<file path="config.mk">
export PLATFORM = sky130hd
export DESIGN_NAME = ppm_frame_generator
export DESIGN_NICKNAME = d
export VERILOG_FILES = /design/src/rtl/core/ppmfg_pkg.sv /design/src/rtl/core/ppmfg_frame_builder.sv /design/src/rtl/core/ppm_frame_generator.sv
export SDC_FILE = /design/constraint.sdc
export NUM_CORES = 1
export LEC_CHECK = 0
export ABC_CLOCK_PERIOD_IN_PS = 5300
export BUFFER_PORTS_ARGS = -buffer_cell sky130_fd_sc_hd__buf_2
export CELL_PAD_IN_SITES_DETAIL_PLACEMENT = 0
export CELL_PAD_IN_SITES_GLOBAL_PLACEMENT = 1
export CORE_UTILIZATION = 40
export DETAILED_ROUTE_END_ITERATION = 8
export PLACE_DENSITY = 0.7
export SYNTH_ARGS = -nofsm -noshare
export SYNTH_HDL_FRONTEND = slang
export SYNTH_SLANG_ARGS = --single-unit
</file>
<file path="constraint.sdc">
create_clock -name clk -period 5.3 [get_ports clk]
set_clock_uncertainty 0.1 [all_clocks]
set_input_delay 1.06 -clock clk [delete_from_list [all_inputs] [get_ports clk]]
set_output_delay 1.06 -clock clk [all_outputs]
set_load 0.01 [all_outputs]
</file>
<file path="src/rtl/core/ppmfg_pkg.sv">
// shared types, codes and reset values for the ppm frame generator
package ppmfg_pkg;

	// item opcodes
	localparam logic OP_TICK  = 1'b0;
	localparam logic OP_WRITE = 1'b1;

	// configuration register indexes
	localparam logic [2:0] CFG_ENABLE       = 3'd0;
	localparam logic [2:0] CFG_ACTIVE_LEVEL = 3'd1;
	localparam logic [2:0] CFG_FRAME_TICKS  = 3'd2;
	localparam logic [2:0] CFG_MARKER_TICKS = 3'd3;
	localparam logic [2:0] CFG_MIN_WIDTH    = 3'd4;
	localparam logic [2:0] CFG_MAX_WIDTH    = 3'd5;
	localparam logic [2:0] CFG_CENTER       = 3'd6;
	localparam logic [2:0] CFG_MIN_REST     = 3'd7;

	// register reset values
	localparam logic        RST_ENABLE       = 1'b1;
	localparam logic        RST_ACTIVE_LEVEL = 1'b1;
	localparam logic [19:0] RST_FRAME_TICKS  = 20'd110000;
	localparam logic [15:0] RST_MARKER_TICKS = 16'd1500;
	localparam logic [19:0] RST_MIN_WIDTH    = 20'd5000;
	localparam logic [19:0] RST_MAX_WIDTH    = 20'd10000;
	localparam logic [19:0] RST_CENTER       = 20'd7500;
	localparam logic [19:0] RST_MIN_REST     = 20'd22500;

	// configuration register file
	typedef struct packed {
		logic        enable;
		logic        active_level;
		logic [19:0] frame_ticks;
		logic [15:0] marker_ticks;
		logic [19:0] min_width_ticks;
		logic [19:0] max_width_ticks;
		logic [19:0] center_ticks;
		logic [19:0] min_rest_ticks;
	} cfg_t;

	// status from the frame builder
	typedef struct packed {
		logic        done;
		logic [15:0] mark;
		logic [19:0] rest_len;
	} bld_stat_t;

	// tick sequencer states
	typedef enum logic {
		ST_IDLE,
		ST_BUILD
	} top_state_t;

	// frame builder states
	typedef enum logic [2:0] {
		B_IDLE,
		B_MUL,
		B_HALF,
		B_CLAMP,
		B_ACC,
		B_REST
	} bld_state_t;

endpackage

</file>
<file path="src/rtl/core/ppmfg_frame_builder.sv">
// frame builder: turns latched channel values into slot gaps and the sync rest
module ppmfg_frame_builder #(
	parameter int NUM_CHANNELS = 8,
	parameter int TICKS_PER_US = 5
) (
	input  logic                                     clk,
	input  logic                                     arst_n,
	input  logic                                     start,
	input  ppmfg_pkg::cfg_t                          cfg,
	input  logic signed [15:0]                       ch_value,
	output logic [(NUM_CHANNELS > 1 ? $clog2(NUM_CHANNELS) : 1)-1:0] ch_sel,
	input  logic [(NUM_CHANNELS > 1 ? $clog2(NUM_CHANNELS) : 1)-1:0] gap_sel,
	output logic [19:0]                              gap,
	output ppmfg_pkg::bld_stat_t                     stat
);

	localparam int CH_W   = NUM_CHANNELS > 1 ? $clog2(NUM_CHANNELS) : 1;
	localparam int TPU_W  = $clog2(TICKS_PER_US + 1);
	localparam int PROD_W = 16 + TPU_W + 1;
	localparam int W_W    = (PROD_W > 20 ? PROD_W : 20) + 2;
	localparam int REST_W = 22 + $clog2(NUM_CHANNELS);
	localparam logic signed [PROD_W-1:0] TPU_S = PROD_W'(TICKS_PER_US);

	ppmfg_pkg::bld_state_t state_q, state_d;

	logic [CH_W-1:0]          ch_q;
	logic signed [PROD_W-1:0] prod_q;
	logic signed [W_W-1:0]    wraw_q;
	logic [19:0]              w_q;
	logic signed [REST_W-1:0] rest_q;
	logic [15:0]              mark_q;
	logic [19:0]              rest_len_q;
	logic [19:0]              gap_q [NUM_CHANNELS];

	logic signed [PROD_W-1:0] prod_adj, half;
	logic signed [W_W-1:0]    center_s, min_s, max_s, wmin, wcl;
	logic signed [20:0]       gdiff;
	logic [19:0]              gap_new;
	logic signed [REST_W-1:0] min_rest_s, rmin;
	logic                     last_ch;

	// signed views of the limits
	assign center_s   = $signed({{(W_W-20){1'b0}}, cfg.center_ticks});
	assign min_s      = $signed({{(W_W-20){1'b0}}, cfg.min_width_ticks});
	assign max_s      = $signed({{(W_W-20){1'b0}}, cfg.max_width_ticks});
	assign min_rest_s = $signed({{(REST_W-20){1'b0}}, cfg.min_rest_ticks});

	// halve the product, rounding toward zero
	assign prod_adj = prod_q + $signed({{(PROD_W-1){1'b0}}, prod_q[PROD_W-1]});
	assign half     = prod_adj >>> 1;

	// clamp to min, then to max
	assign wmin = (wraw_q < min_s) ? min_s : wraw_q;
	assign wcl  = (wmin > max_s) ? max_s : wmin;

	// gap after the marker, at least one tick
	assign gdiff   = $signed({1'b0, w_q}) - $signed({5'b0, cfg.marker_ticks});
	assign gap_new = (gdiff < 21'sd1) ? 20'd1 : gdiff[19:0];

	// rest held at least at the minimum
	assign rmin = (rest_q < min_rest_s) ? min_rest_s : rest_q;

	assign last_ch = (ch_q == CH_W'(NUM_CHANNELS - 1));

	// next state
	always_comb begin
		state_d = state_q;
		unique case (state_q)
			ppmfg_pkg::B_IDLE:  if (start) state_d = ppmfg_pkg::B_MUL;
			ppmfg_pkg::B_MUL:   state_d = ppmfg_pkg::B_HALF;
			ppmfg_pkg::B_HALF:  state_d = ppmfg_pkg::B_CLAMP;
			ppmfg_pkg::B_CLAMP: state_d = ppmfg_pkg::B_ACC;
			ppmfg_pkg::B_ACC:   state_d = last_ch ? ppmfg_pkg::B_REST : ppmfg_pkg::B_MUL;
			ppmfg_pkg::B_REST:  state_d = ppmfg_pkg::B_IDLE;
			default:            state_d = ppmfg_pkg::B_IDLE;
		endcase
	end

	// outputs
	always_comb begin
		ch_sel        = ch_q;
		gap           = gap_q[gap_sel];
		stat.done     = (state_q == ppmfg_pkg::B_REST);
		stat.mark     = mark_q;
		stat.rest_len = rest_len_q;
	end

	always_ff @(posedge clk or negedge arst_n) begin
		if (!arst_n) begin
			state_q <= ppmfg_pkg::B_IDLE;
			ch_q    <= '0;
		end else begin
			state_q <= state_d;
			if (state_q == ppmfg_pkg::B_IDLE && start) begin
				ch_q <= '0;
			end else if (state_q == ppmfg_pkg::B_ACC && !last_ch) begin
				ch_q <= ch_q + 1'b1;
			end
		end
	end

	// shared datapath, one step per state
	always_ff @(posedge clk) begin
		unique case (state_q)
			ppmfg_pkg::B_IDLE: begin
				if (start) begin
					rest_q <= $signed({{(REST_W-20){1'b0}}, cfg.frame_ticks});
					mark_q <= (cfg.marker_ticks == 16'd0) ? 16'd1 : cfg.marker_ticks;
				end
			end
			ppmfg_pkg::B_MUL:   prod_q <= PROD_W'(ch_value) * TPU_S;
			ppmfg_pkg::B_HALF:  wraw_q <= W_W'(half) + center_s;
			ppmfg_pkg::B_CLAMP: w_q <= wcl[19:0];
			ppmfg_pkg::B_ACC: begin
				rest_q      <= rest_q - $signed({{(REST_W-20){1'b0}}, w_q});
				gap_q[ch_q] <= gap_new;
			end
			ppmfg_pkg::B_REST: begin
				rest_len_q <= (rmin < REST_W'(1)) ? 20'd1 : rmin[19:0];
			end
			default: ;
		endcase
	end

endmodule

</file>
<file path="src/rtl/core/ppm_frame_generator.sv">
// ppm frame generator top level: tick sequencer, channel store, config registers
//
//  channel | signals                               | beat taken when
//  --------+---------------------------------------+-------------------------
//  in      | in_valid in_stall op channel_index    | in_valid && !in_stall
//          | channel_value                         |
//  out     | out_valid out_stall ppm_level         | out_valid && !out_stall
//          | frame_start                           |
//  cfg     | cfg_valid cfg_ready cfg_index cfg_data| cfg_valid && cfg_ready
//
// a write beat or a tick inside a segment gives its result on the next clock
// a tick that starts a frame waits for the frame build: the shared multiply,
// clamp and accumulate unit walks the channels one after another
// in_stall is high while a frame is built and while a result waits under out_stall
// reset restores the register defaults and clears channel values; the first tick
// starts a frame
module ppm_frame_generator #(
	parameter int NUM_CHANNELS = 8,
	parameter int TICKS_PER_US = 5
) (
	input  logic               clk,
	input  logic               arst_n,
	input  logic               in_valid,
	output logic               in_stall,
	input  logic               op,
	input  logic [2:0]         channel_index,
	input  logic signed [15:0] channel_value,
	output logic               out_valid,
	input  logic               out_stall,
	output logic               ppm_level,
	output logic               frame_start,
	input  logic               cfg_valid,
	output logic               cfg_ready,
	input  logic [2:0]         cfg_index,
	input  logic [19:0]        cfg_data
);

	localparam int CH_W  = NUM_CHANNELS > 1 ? $clog2(NUM_CHANNELS) : 1;
	localparam int NSEG  = 2 * NUM_CHANNELS + 2;
	localparam int SEG_W = $clog2(NSEG);
	localparam logic [SEG_W-1:0] SEG_LAST = SEG_W'(NSEG - 1);

	ppmfg_pkg::top_state_t state_q, state_d;
	ppmfg_pkg::cfg_t       cfg_q;
	ppmfg_pkg::bld_stat_t  bld;

	logic signed [15:0] chan_q [NUM_CHANNELS];
	logic               running_q;
	logic [SEG_W-1:0]   seg_idx_q;
	logic [19:0]        ticks_left_q;
	logic               level_q;
	logic               out_valid_q, ppm_level_q, frame_start_q;

	logic               accept, is_tick, need_load, can_adv;
	logic [SEG_W-1:0]   seg_nxt;
	logic [CH_W-1:0]    ch_sel, gap_sel, wr_idx;
	logic [19:0]        gap, len_nxt;
	logic               act_write, act_count, act_adv, act_build, act_stop, act_frame;
	logic               res_valid, res_level, res_fs;

	ppmfg_frame_builder #(
		.NUM_CHANNELS(NUM_CHANNELS),
		.TICKS_PER_US(TICKS_PER_US)
	) u_builder (
		.clk     (clk),
		.arst_n  (arst_n),
		.start   (act_build),
		.cfg     (cfg_q),
		.ch_value(chan_q[ch_sel]),
		.ch_sel  (ch_sel),
		.gap_sel (gap_sel),
		.gap     (gap),
		.stat    (bld)
	);

	// handshake
	assign in_stall  = (state_q != ppmfg_pkg::ST_IDLE) || (out_valid_q && out_stall);
	assign accept    = in_valid && !in_stall;
	assign out_valid = out_valid_q;
	assign ppm_level = ppm_level_q;
	assign frame_start = frame_start_q;
	assign cfg_ready = 1'b1;

	// segment bookkeeping
	assign is_tick   = (op == ppmfg_pkg::OP_TICK);
	assign need_load = !running_q || (ticks_left_q == 20'd0);
	assign can_adv   = running_q && (seg_idx_q != SEG_LAST);
	assign seg_nxt   = seg_idx_q + 1'b1;
	assign gap_sel   = CH_W'(seg_nxt >> 1);
	assign wr_idx    = CH_W'(channel_index);

	// length of the segment about to start
	always_comb begin
		priority if (!seg_nxt[0]) begin
			len_nxt = {4'b0, bld.mark};
		end else if (seg_nxt == SEG_LAST) begin
			len_nxt = bld.rest_len;
		end else begin
			len_nxt = gap;
		end
	end

	// next state
	always_comb begin
		state_d = state_q;
		unique case (state_q)
			ppmfg_pkg::ST_IDLE:  if (act_build) state_d = ppmfg_pkg::ST_BUILD;
			ppmfg_pkg::ST_BUILD: if (bld.done) state_d = ppmfg_pkg::ST_IDLE;
			default:             state_d = ppmfg_pkg::ST_IDLE;
		endcase
	end

	// actions and result
	always_comb begin
		act_write = 1'b0;
		act_count = 1'b0;
		act_adv   = 1'b0;
		act_build = 1'b0;
		act_stop  = 1'b0;
		act_frame = 1'b0;
		res_level = level_q;
		res_fs    = 1'b0;
		unique case (state_q)
			ppmfg_pkg::ST_IDLE: begin
				if (accept) begin
					priority if (!is_tick) begin
						act_write = 1'b1;
					end else if (!need_load) begin
						act_count = 1'b1;
					end else if (can_adv) begin
						act_adv   = 1'b1;
						res_level = seg_nxt[0] ? !cfg_q.active_level : cfg_q.active_level;
					end else if (cfg_q.enable) begin
						act_build = 1'b1;
					end else begin
						act_stop  = 1'b1;
						res_level = cfg_q.active_level;
					end
				end
			end
			ppmfg_pkg::ST_BUILD: begin
				if (bld.done) begin
					act_frame = 1'b1;
					res_level = cfg_q.active_level;
					res_fs    = 1'b1;
				end
			end
			default: ;
		endcase
		res_valid = act_write || act_count || act_adv || act_stop || act_frame;
	end

	// configuration registers
	always_ff @(posedge clk or negedge arst_n) begin
		if (!arst_n) begin
			cfg_q.enable          <= ppmfg_pkg::RST_ENABLE;
			cfg_q.active_level    <= ppmfg_pkg::RST_ACTIVE_LEVEL;
			cfg_q.frame_ticks     <= ppmfg_pkg::RST_FRAME_TICKS;
			cfg_q.marker_ticks    <= ppmfg_pkg::RST_MARKER_TICKS;
			cfg_q.min_width_ticks <= ppmfg_pkg::RST_MIN_WIDTH;
			cfg_q.max_width_ticks <= ppmfg_pkg::RST_MAX_WIDTH;
			cfg_q.center_ticks    <= ppmfg_pkg::RST_CENTER;
			cfg_q.min_rest_ticks  <= ppmfg_pkg::RST_MIN_REST;
		end else if (cfg_valid && cfg_ready) begin
			unique case (cfg_index)
				ppmfg_pkg::CFG_ENABLE:       cfg_q.enable          <= cfg_data[0];
				ppmfg_pkg::CFG_ACTIVE_LEVEL: cfg_q.active_level    <= cfg_data[0];
				ppmfg_pkg::CFG_FRAME_TICKS:  cfg_q.frame_ticks     <= cfg_data;
				ppmfg_pkg::CFG_MARKER_TICKS: cfg_q.marker_ticks    <= cfg_data[15:0];
				ppmfg_pkg::CFG_MIN_WIDTH:    cfg_q.min_width_ticks <= cfg_data;
				ppmfg_pkg::CFG_MAX_WIDTH:    cfg_q.max_width_ticks <= cfg_data;
				ppmfg_pkg::CFG_CENTER:       cfg_q.center_ticks    <= cfg_data;
				ppmfg_pkg::CFG_MIN_REST:     cfg_q.min_rest_ticks  <= cfg_data;
				default: ;
			endcase
		end
	end

	// channel value store
	always_ff @(posedge clk or negedge arst_n) begin
		if (!arst_n) begin
			for (int i = 0; i < NUM_CHANNELS; i++) begin
				chan_q[i] <= '0;
			end
		end else if (act_write && (32'(channel_index) < NUM_CHANNELS)) begin
			chan_q[wr_idx] <= channel_value;
		end
	end

	// segment sequencer
	always_ff @(posedge clk or negedge arst_n) begin
		if (!arst_n) begin
			state_q      <= ppmfg_pkg::ST_IDLE;
			running_q    <= 1'b0;
			seg_idx_q    <= '0;
			ticks_left_q <= '0;
			level_q      <= ppmfg_pkg::RST_ACTIVE_LEVEL;
		end else begin
			state_q <= state_d;
			priority if (act_count) begin
				ticks_left_q <= ticks_left_q - 1'b1;
			end else if (act_adv) begin
				seg_idx_q    <= seg_nxt;
				ticks_left_q <= len_nxt - 1'b1;
				level_q      <= res_level;
			end else if (act_frame) begin
				seg_idx_q    <= '0;
				running_q    <= 1'b1;
				ticks_left_q <= {4'b0, bld.mark} - 1'b1;
				level_q      <= res_level;
			end else if (act_stop) begin
				running_q <= 1'b0;
				level_q   <= res_level;
			end
		end
	end

	// output register
	always_ff @(posedge clk or negedge arst_n) begin
		if (!arst_n) begin
			out_valid_q <= 1'b0;
		end else if (res_valid) begin
			out_valid_q <= 1'b1;
		end else if (!out_stall) begin
			out_valid_q <= 1'b0;
		end
	end

	always_ff @(posedge clk) begin
		if (res_valid) begin
			ppm_level_q   <= res_level;
			frame_start_q <= res_fs;
		end
	end

`ifndef NO_ASSERTIONS
	// no new beat while a frame is being built
	a_stall_in_build: assert property (@(posedge clk) disable iff (!arst_n)
		state_q == ppmfg_pkg::ST_BUILD |-> in_stall)
		else $error("input taken during frame build");

	// builder finishes only when the sequencer waits for it
	a_done_in_build: assert property (@(posedge clk) disable iff (!arst_n)
		bld.done |-> state_q == ppmfg_pkg::ST_BUILD)
		else $error("frame build done outside build state");

	// a frame only begins out of a build
	a_run_from_build: assert property (@(posedge clk) disable iff (!arst_n)
		$rose(running_q) |-> $past(state_q == ppmfg_pkg::ST_BUILD))
		else $error("frame started without a build");

	// a frame start beat is always inside a running frame
	a_fs_running: assert property (@(posedge clk) disable iff (!arst_n)
		out_valid_q && frame_start_q |-> running_q)
		else $error("frame start result while not running");

	// a held result is not overwritten
	a_out_hold: assert property (@(posedge clk) disable iff (!arst_n)
		out_valid_q && out_stall |-> !res_valid)
		else $error("result overwritten while stalled");
`endif

endmodule

</file>
Word-level counts from Yosys, hierarchy flattened:

Memory sizes are Yosys's and may differ from the RTL's.
Cells that the tools add are included.

* word-level logic and storage cells: 182
* memory bits (read-only): 0
* bits in latches: 0
* RAM bits: 160
* input port bits: 48
* memories: 1
* bits in registers: 406

* bitwise logic cells: 5
* reduce and logical (&&, ||, !) cells: 39
* magnitude comparators: 8
* shift operators: 0
* multipliers: 1
* $add $sub $neg: 9
* muxes and demuxes: 70
* divide/modulo/power cells: 0
* equality and inequality tests: 17

Memories
* u_builder.gap_q: words 8, width 20, rd ports 1, clocked after Yosys merged registers in 0, wr ports 1, line ppmfg_frame_builder.sv:33 `logic [19:0] gap_q [NUM_CHANNELS];`

Operators by type and width (count)
* 2-to-1 mux 20 bit: 7
* bitwise mux 128 bit: 1
* 2-to-1 mux 25 bit: 2
* case mux 25 bit (2 select lines): 1
* binary-select mux 16 bit (select 3 bit): 1
* demux 16 bit (select 3 bit): 1
* 2-to-1 mux 16 bit: 3
* 2-to-1 mux 1 bit: 44
* subtractor 20 x 1 -> 20 bit, second input constant: 2
* < comparator 25 x 2 -> 1 bit, second input constant: 1
* < comparator 25 x 21 -> 1 bit: 1
* subtractor 25 x 21 -> 25 bit: 1
* AND reduction 2 bit: 12
* adder 19 x 21 -> 22 bit: 1
* > comparator 22 x 21 -> 1 bit: 1
* < comparator 22 x 21 -> 1 bit: 1
* 2-to-1 mux 22 bit: 1
* equality test 3 bit, second input constant: 7
* < comparator 21 x 2 -> 1 bit, second input constant: 1
* subtractor 20 x 16 -> 21 bit: 1
* adder 20 x 2 -> 20 bit: 1
* zero test 20 bit: 1
* multiplier 16 x 4 -> 20 bit, second input constant: 1
* subtractor 16 x 1 -> 17 bit, second input constant: 1
* other kinds (23): 55

Logic depth before layout (Yosys ltp):

* depth in word-level cells: 11
* depth in mapped cells: 26
* mapped depth without buffers: 24

Hierarchy:

Synthesis repeated with hierarchy kept, for this count alone.

* cells, all modules: 2467
* area, all modules: 30983.5 sq um

By module, submodules not included
* ppmfg_frame_builder: cells an instance 1410, area an instance 17192.7 sq um, instances 1
* ppm_frame_generator: cells an instance 1057, area an instance 13790.7 sq um, instances 1

Worst setup path after synthesis:

No wires, ideal clock.

* path kind: reg-to-reg
* start point: register cfg_q[63] (netlist bit)
* end point: register u_builder.w_q[10] (data pin)
* clock period less this slack: 5.141 ns
* slack: 0.159 ns
* stages on the path, launching flop included: 25
* data arrival time: 4.781 ns
* library setup time: 0.260 ns
* path buffers: 2
* cells stage by stage: dfstp_2 inv_1 ha_1 nor2b_1 o21ai_0 nand2b_1 a21oi_1 o211a_1 a2111oi_0 o21ai_0 ha_1 clkbuf_1 mux2_2 ha_1 nor2b_1 o21a_1 o21a_1 o21a_1 o21a_1 o21a_1 o21ai_0 a21oi_1 o211a_1 clkbuf_1 mux2_2

* longest elaborated chain between the ends: 4

RTL lines
* start, declared: line ppm_frame_generator.sv:44 `ppmfg_pkg::cfg_t cfg_q;`
* < comparator 22 x 21 -> 1 bit: line ppmfg_frame_builder.sv:53 `assign wmin = (wraw_q < min_s) ? min_s : wraw_q;`
* 2-to-1 mux 22 bit *: line ppmfg_frame_builder.sv:53
* > comparator 22 x 21 -> 1 bit: line ppmfg_frame_builder.sv:54 `assign wcl = (wmin > max_s) ? max_s : wmin;`
* 2-to-1 mux 20 bit *: line ppmfg_frame_builder.sv:54
* via u_builder.wcl[10]: line ppmfg_frame_builder.sv:36 `logic signed [W_W-1:0] center_s, min_s, max_s, wmin, wcl;`
* end signal, assigned: line ppmfg_frame_builder.sv:113 `ppmfg_pkg::B_CLAMP: w_q <= wcl[19:0];`
* end, declared: line ppmfg_frame_builder.sv:29 `logic [19:0] w_q;`

The timed path passes the listed nets; every way through them passes the cells marked *.
A chain may end at the register's enable or synchronous reset.

Final worst setup path:

* start point: register u_builder.wraw_q[1]
* end point: register u_builder.w_q[11] (data pin)

* longest elaborated chain between the ends: 4

RTL lines
* start, declared: line ppmfg_frame_builder.sv:28 `logic signed [W_W-1:0] wraw_q;`
* start signal, assigned: line ppmfg_frame_builder.sv:112 `ppmfg_pkg::B_HALF: wraw_q <= W_W'(half) + center_s;`
* < comparator 22 x 21 -> 1 bit: line ppmfg_frame_builder.sv:53
* 2-to-1 mux 22 bit *: line ppmfg_frame_builder.sv:53
* > comparator 22 x 21 -> 1 bit: line ppmfg_frame_builder.sv:54
* 2-to-1 mux 20 bit *: line ppmfg_frame_builder.sv:54
* via u_builder.wcl[11]: line ppmfg_frame_builder.sv:36

Marks and branches as above.

==> impl_metrics.toml <==
[yosys]
syn_nets = 2766
yosysMostFrequentCell = "edfxtp_1"
ys_async_sr_fraction_pct = 49.6
ys_ff_latch = 566
synth_top_area_share_pct = 28.4
ys_warn_count = 0
yosys-top-cells-area = "edfxtp_1 (28%), dfrtp_1 (20%), mux2_2 (10%)"
ys_seq_area_share_pct = 51.9
synth_cell_types = 86
syn_area_per_cell_um2 = 11.8
synth_edf_count = 285
synth_ff_type = "edfxtp_1"
yosysTopAreaCell = "edfxtp_1"
ys_top_cells_by_count = "edfxtp_1 (285), mux2_2 (272), dfrtp_1 (236), nand2_1 (170), ha_1 (156)"
syn_area_um2 = 30100
synth_cells = 2558

[setup_path]
r2r.worst_path.cells = 24
cpPeakStageDelay_ps = 390
timing.rr.end = "u_builder.w_q[11]$_DFFE_PP_"
rrSetupSlack_ps = 300
worst_path_max_delay_cell = "edfxtp_1"
crit_top_cell = "o21a_1"
critPathLaunch = "u_builder.wraw_q[1]$_DFFE_PP_"
cp-endpoint = "u_builder.w_q[11]$_DFFE_PP_"
crit_chain = "ha_1 > a21o_1 > a21oi_2 > nor2b_1 > o21ai_1 > nand2b_1 > a21oi_2 > o211a_1 > a2111oi_4 > o21ai_1 > ha_2 > buf_6 > mux2_2 > ha_1 > o21a_1 > o21a_1 > o21a_1 > o21a_1 > o21a_1 > o21ai_1 > a21oi_1 > o211a_1 > buf_12 > mux2_2"
crit_type = "flop to flop"
crit_path_start_kind = "flop"
cp.arrival_ps = 5300
worstPathRequired_ps = 5590
r2r-start = "u_builder.wraw_q[1]$_DFFE_PP_"
path_max_fanout = 20
endpoint_kind = "flop"

[placed_design]
hpwl_um = 59000
gp_congestion = 0.905
io_buffers = 51
pre_cts_ws_ps = 119
dpl_cell_area_um2 = 31800
placedCellCount = 3529

[floorplan]
die_w_um = 276
rows = 100
dieArea_um2 = 76400
fp.dieH_um = 276
io_pins = 53
start_util_pct = 40.5
design.core.area_um2 = 74400

[sta]
finalSetupViolCount = 0
setup_tns_ps = 0
max-slew-margin-rel_pct = 21.3
timing_hold_violations_final = 0
fmax_mhz = 200
worst_pin_slew_ps = 1170
drv_slew = 0
finalCritPeriodShare_pct = 94.4
fin_ws_ps = 295
rsz0062_at_grt = "false"
fin_crit_ps = 5000

[cells_and_area]
layout.nets = 2831
area_growth_pct = 12.6
design_area_um2 = 33900
stdcell_count = 3643
fin_util_pct = 45.6
n_fill_cell = 6803
drive_above_1_share_pct = 22.3

[cts]
clockRootBuffer = "clkbuf_16"
worstSkewPairLatency_ps = 660
cts.sinks = 566
cts_htree_levels = 2
clkTransAtPathRegs_ps = 60
clockBufferDepth = 3
cts_tree = "yes"
cts_hold_buffers = 0
post_cts_resized = 0
postCtsSetupRepairBufs = 0
cts-buffers-inserted = 61

[routing]
dr.pass1.iters = 5
wire_per_inst_um = 22.7
wl_um = 82600
drt-initial-drc-count = 1399
postRouteAntennaNets = 0
routed_via_density = 5.65
dr_total_vias = 20581
drc = 0

[power_and_ir_drop]
peakVddDrop_mv = 0.283
p_leak_nw = 13.4
power_density_nw_per_um2 = 366

[global_routing]
grt_max_degree = 118
overflow = 0
grt_pass1_vias = 21139
antenna_found_initial = 6
grt_pass1_wl_um = 128000
grt_usage_pct = 21.6

[flow_run]
cap_violations = 0

[min_path]
hold_path_class = "primary input to asynchronous set/reset pin"

[status]
outcome = "finished, final reports clean"
==> cells in the final DEF (no fill, tap or decap), types with 19 or more instances in the layout <==
cell / instances
a21o_1: 35
a21oi_1: 132
a22oi_1: 65
buf_2: 50
buf_4: 59
clkbuf_16: 61
dfrtp_1: 235
dfstp_2: 45
edfxtp_1: 285
ha_1: 155
inv_1: 132
mux2_2: 271
mux2i_1: 36
nand2_1: 170
nand2b_1: 67
nand3_1: 41
nand4_1: 37
nor2_1: 126
nor3_1: 59
nor4_1: 23
o21a_1: 19
o21ai_0: 109
xnor2_1: 71
xor2_1: 38
==> registers in the layout (all words and copies together) (netlist names), 22 cells and up <==
signal and cells:
u_builder.gap_q 160, chan_q 128, cfg_q 118, u_builder.rest_q 25, u_builder.wraw_q 22
==> per-stage QoR <==
step | hold slack (ps) | power [mW]
after floorplan | 381 | 7.29
after global placement | 383 | 7.95
after detailed placement | 393 | 8.05
after global routing | 313 | 13.0
final | 274 | 12.4
after CTS | 296 | 12.5
==> routing by layer <==
metal  routed length (µm)  track usage [%]  up-vias
met5                   53                0        -
met4                 2240             6.39        8
met3                 3610             3.05      137
met2                40400             36.6      445
met1                36300             28.7    10401
li1                     -                -     9590
==> layout make-up <==
type / instances / area (µm²) / area share, %
sequential: 566 / 15600 / 46.1
multi-input combinational: 1748 / 13700 / 40.3
clock buffer: 80 / 1670 / 4.92
tap: 969 / 1210 / 3.58
timing repair buffer: 114 / 771 / 2.27
inverter: 132 / 495 / 1.46
clock inverter: 33 / 434 / 1.28
antenna: 1 / 2.50 / 0.00738
==> worst min-delay path by stage <==
stage	start	to	cells past startpoint
6_report	arst_n	chan_q[100]$_DFFE_PN0P_	1
5_1_grt	arst_n	chan_q[100]$_DFFE_PN0P_	1
4_1_cts	arst_n	chan_q[100]$_DFFE_PN0P_	1
3_5_place_dp	out_valid$_DFFE_PN0P_	out_valid$_DFFE_PN0P_	1
3_3_place_gp	out_valid$_DFFE_PN0P_	out_valid$_DFFE_PN0P_	1
2_1_floorplan	cfg_q[102]$_DFFE_PN0P_	cfg_q[102]$_DFFE_PN0P_	1
==> worst max-delay path: cells and delay by family, from the launching register on <==
family          cells  cell delay [ps]
flops               1              390
mux                 2              650
fa+ha+maj           3              970
compound gates     15             2080
buf+inv             2              310
simple gates        2              210
==> cells by family after synthesis <==
kind of cell | Yosys count | share of synthesized area [%]
simple gates | 651 | 11.0
flops | 566 | 51.9
compound gates | 492 | 10.5
mux | 331 | 13.1
buf+inv | 244 | 3.15
fa+ha+maj | 160 | 6.75
xor+xnor | 113 | 3.46
other cells | 1 | 0.0124
==> where the power goes <==
group          switching [mW]  internal, mW  leakage (nW)  total (mW)
combinational            1.25          1.04          6.48        2.29
sequential              0.338          5.35          5.94        5.69
clock                    1.86          2.58          1.01        4.43
total                    3.45          8.97          13.4        12.4
Power figures use the tool's default switching activity.
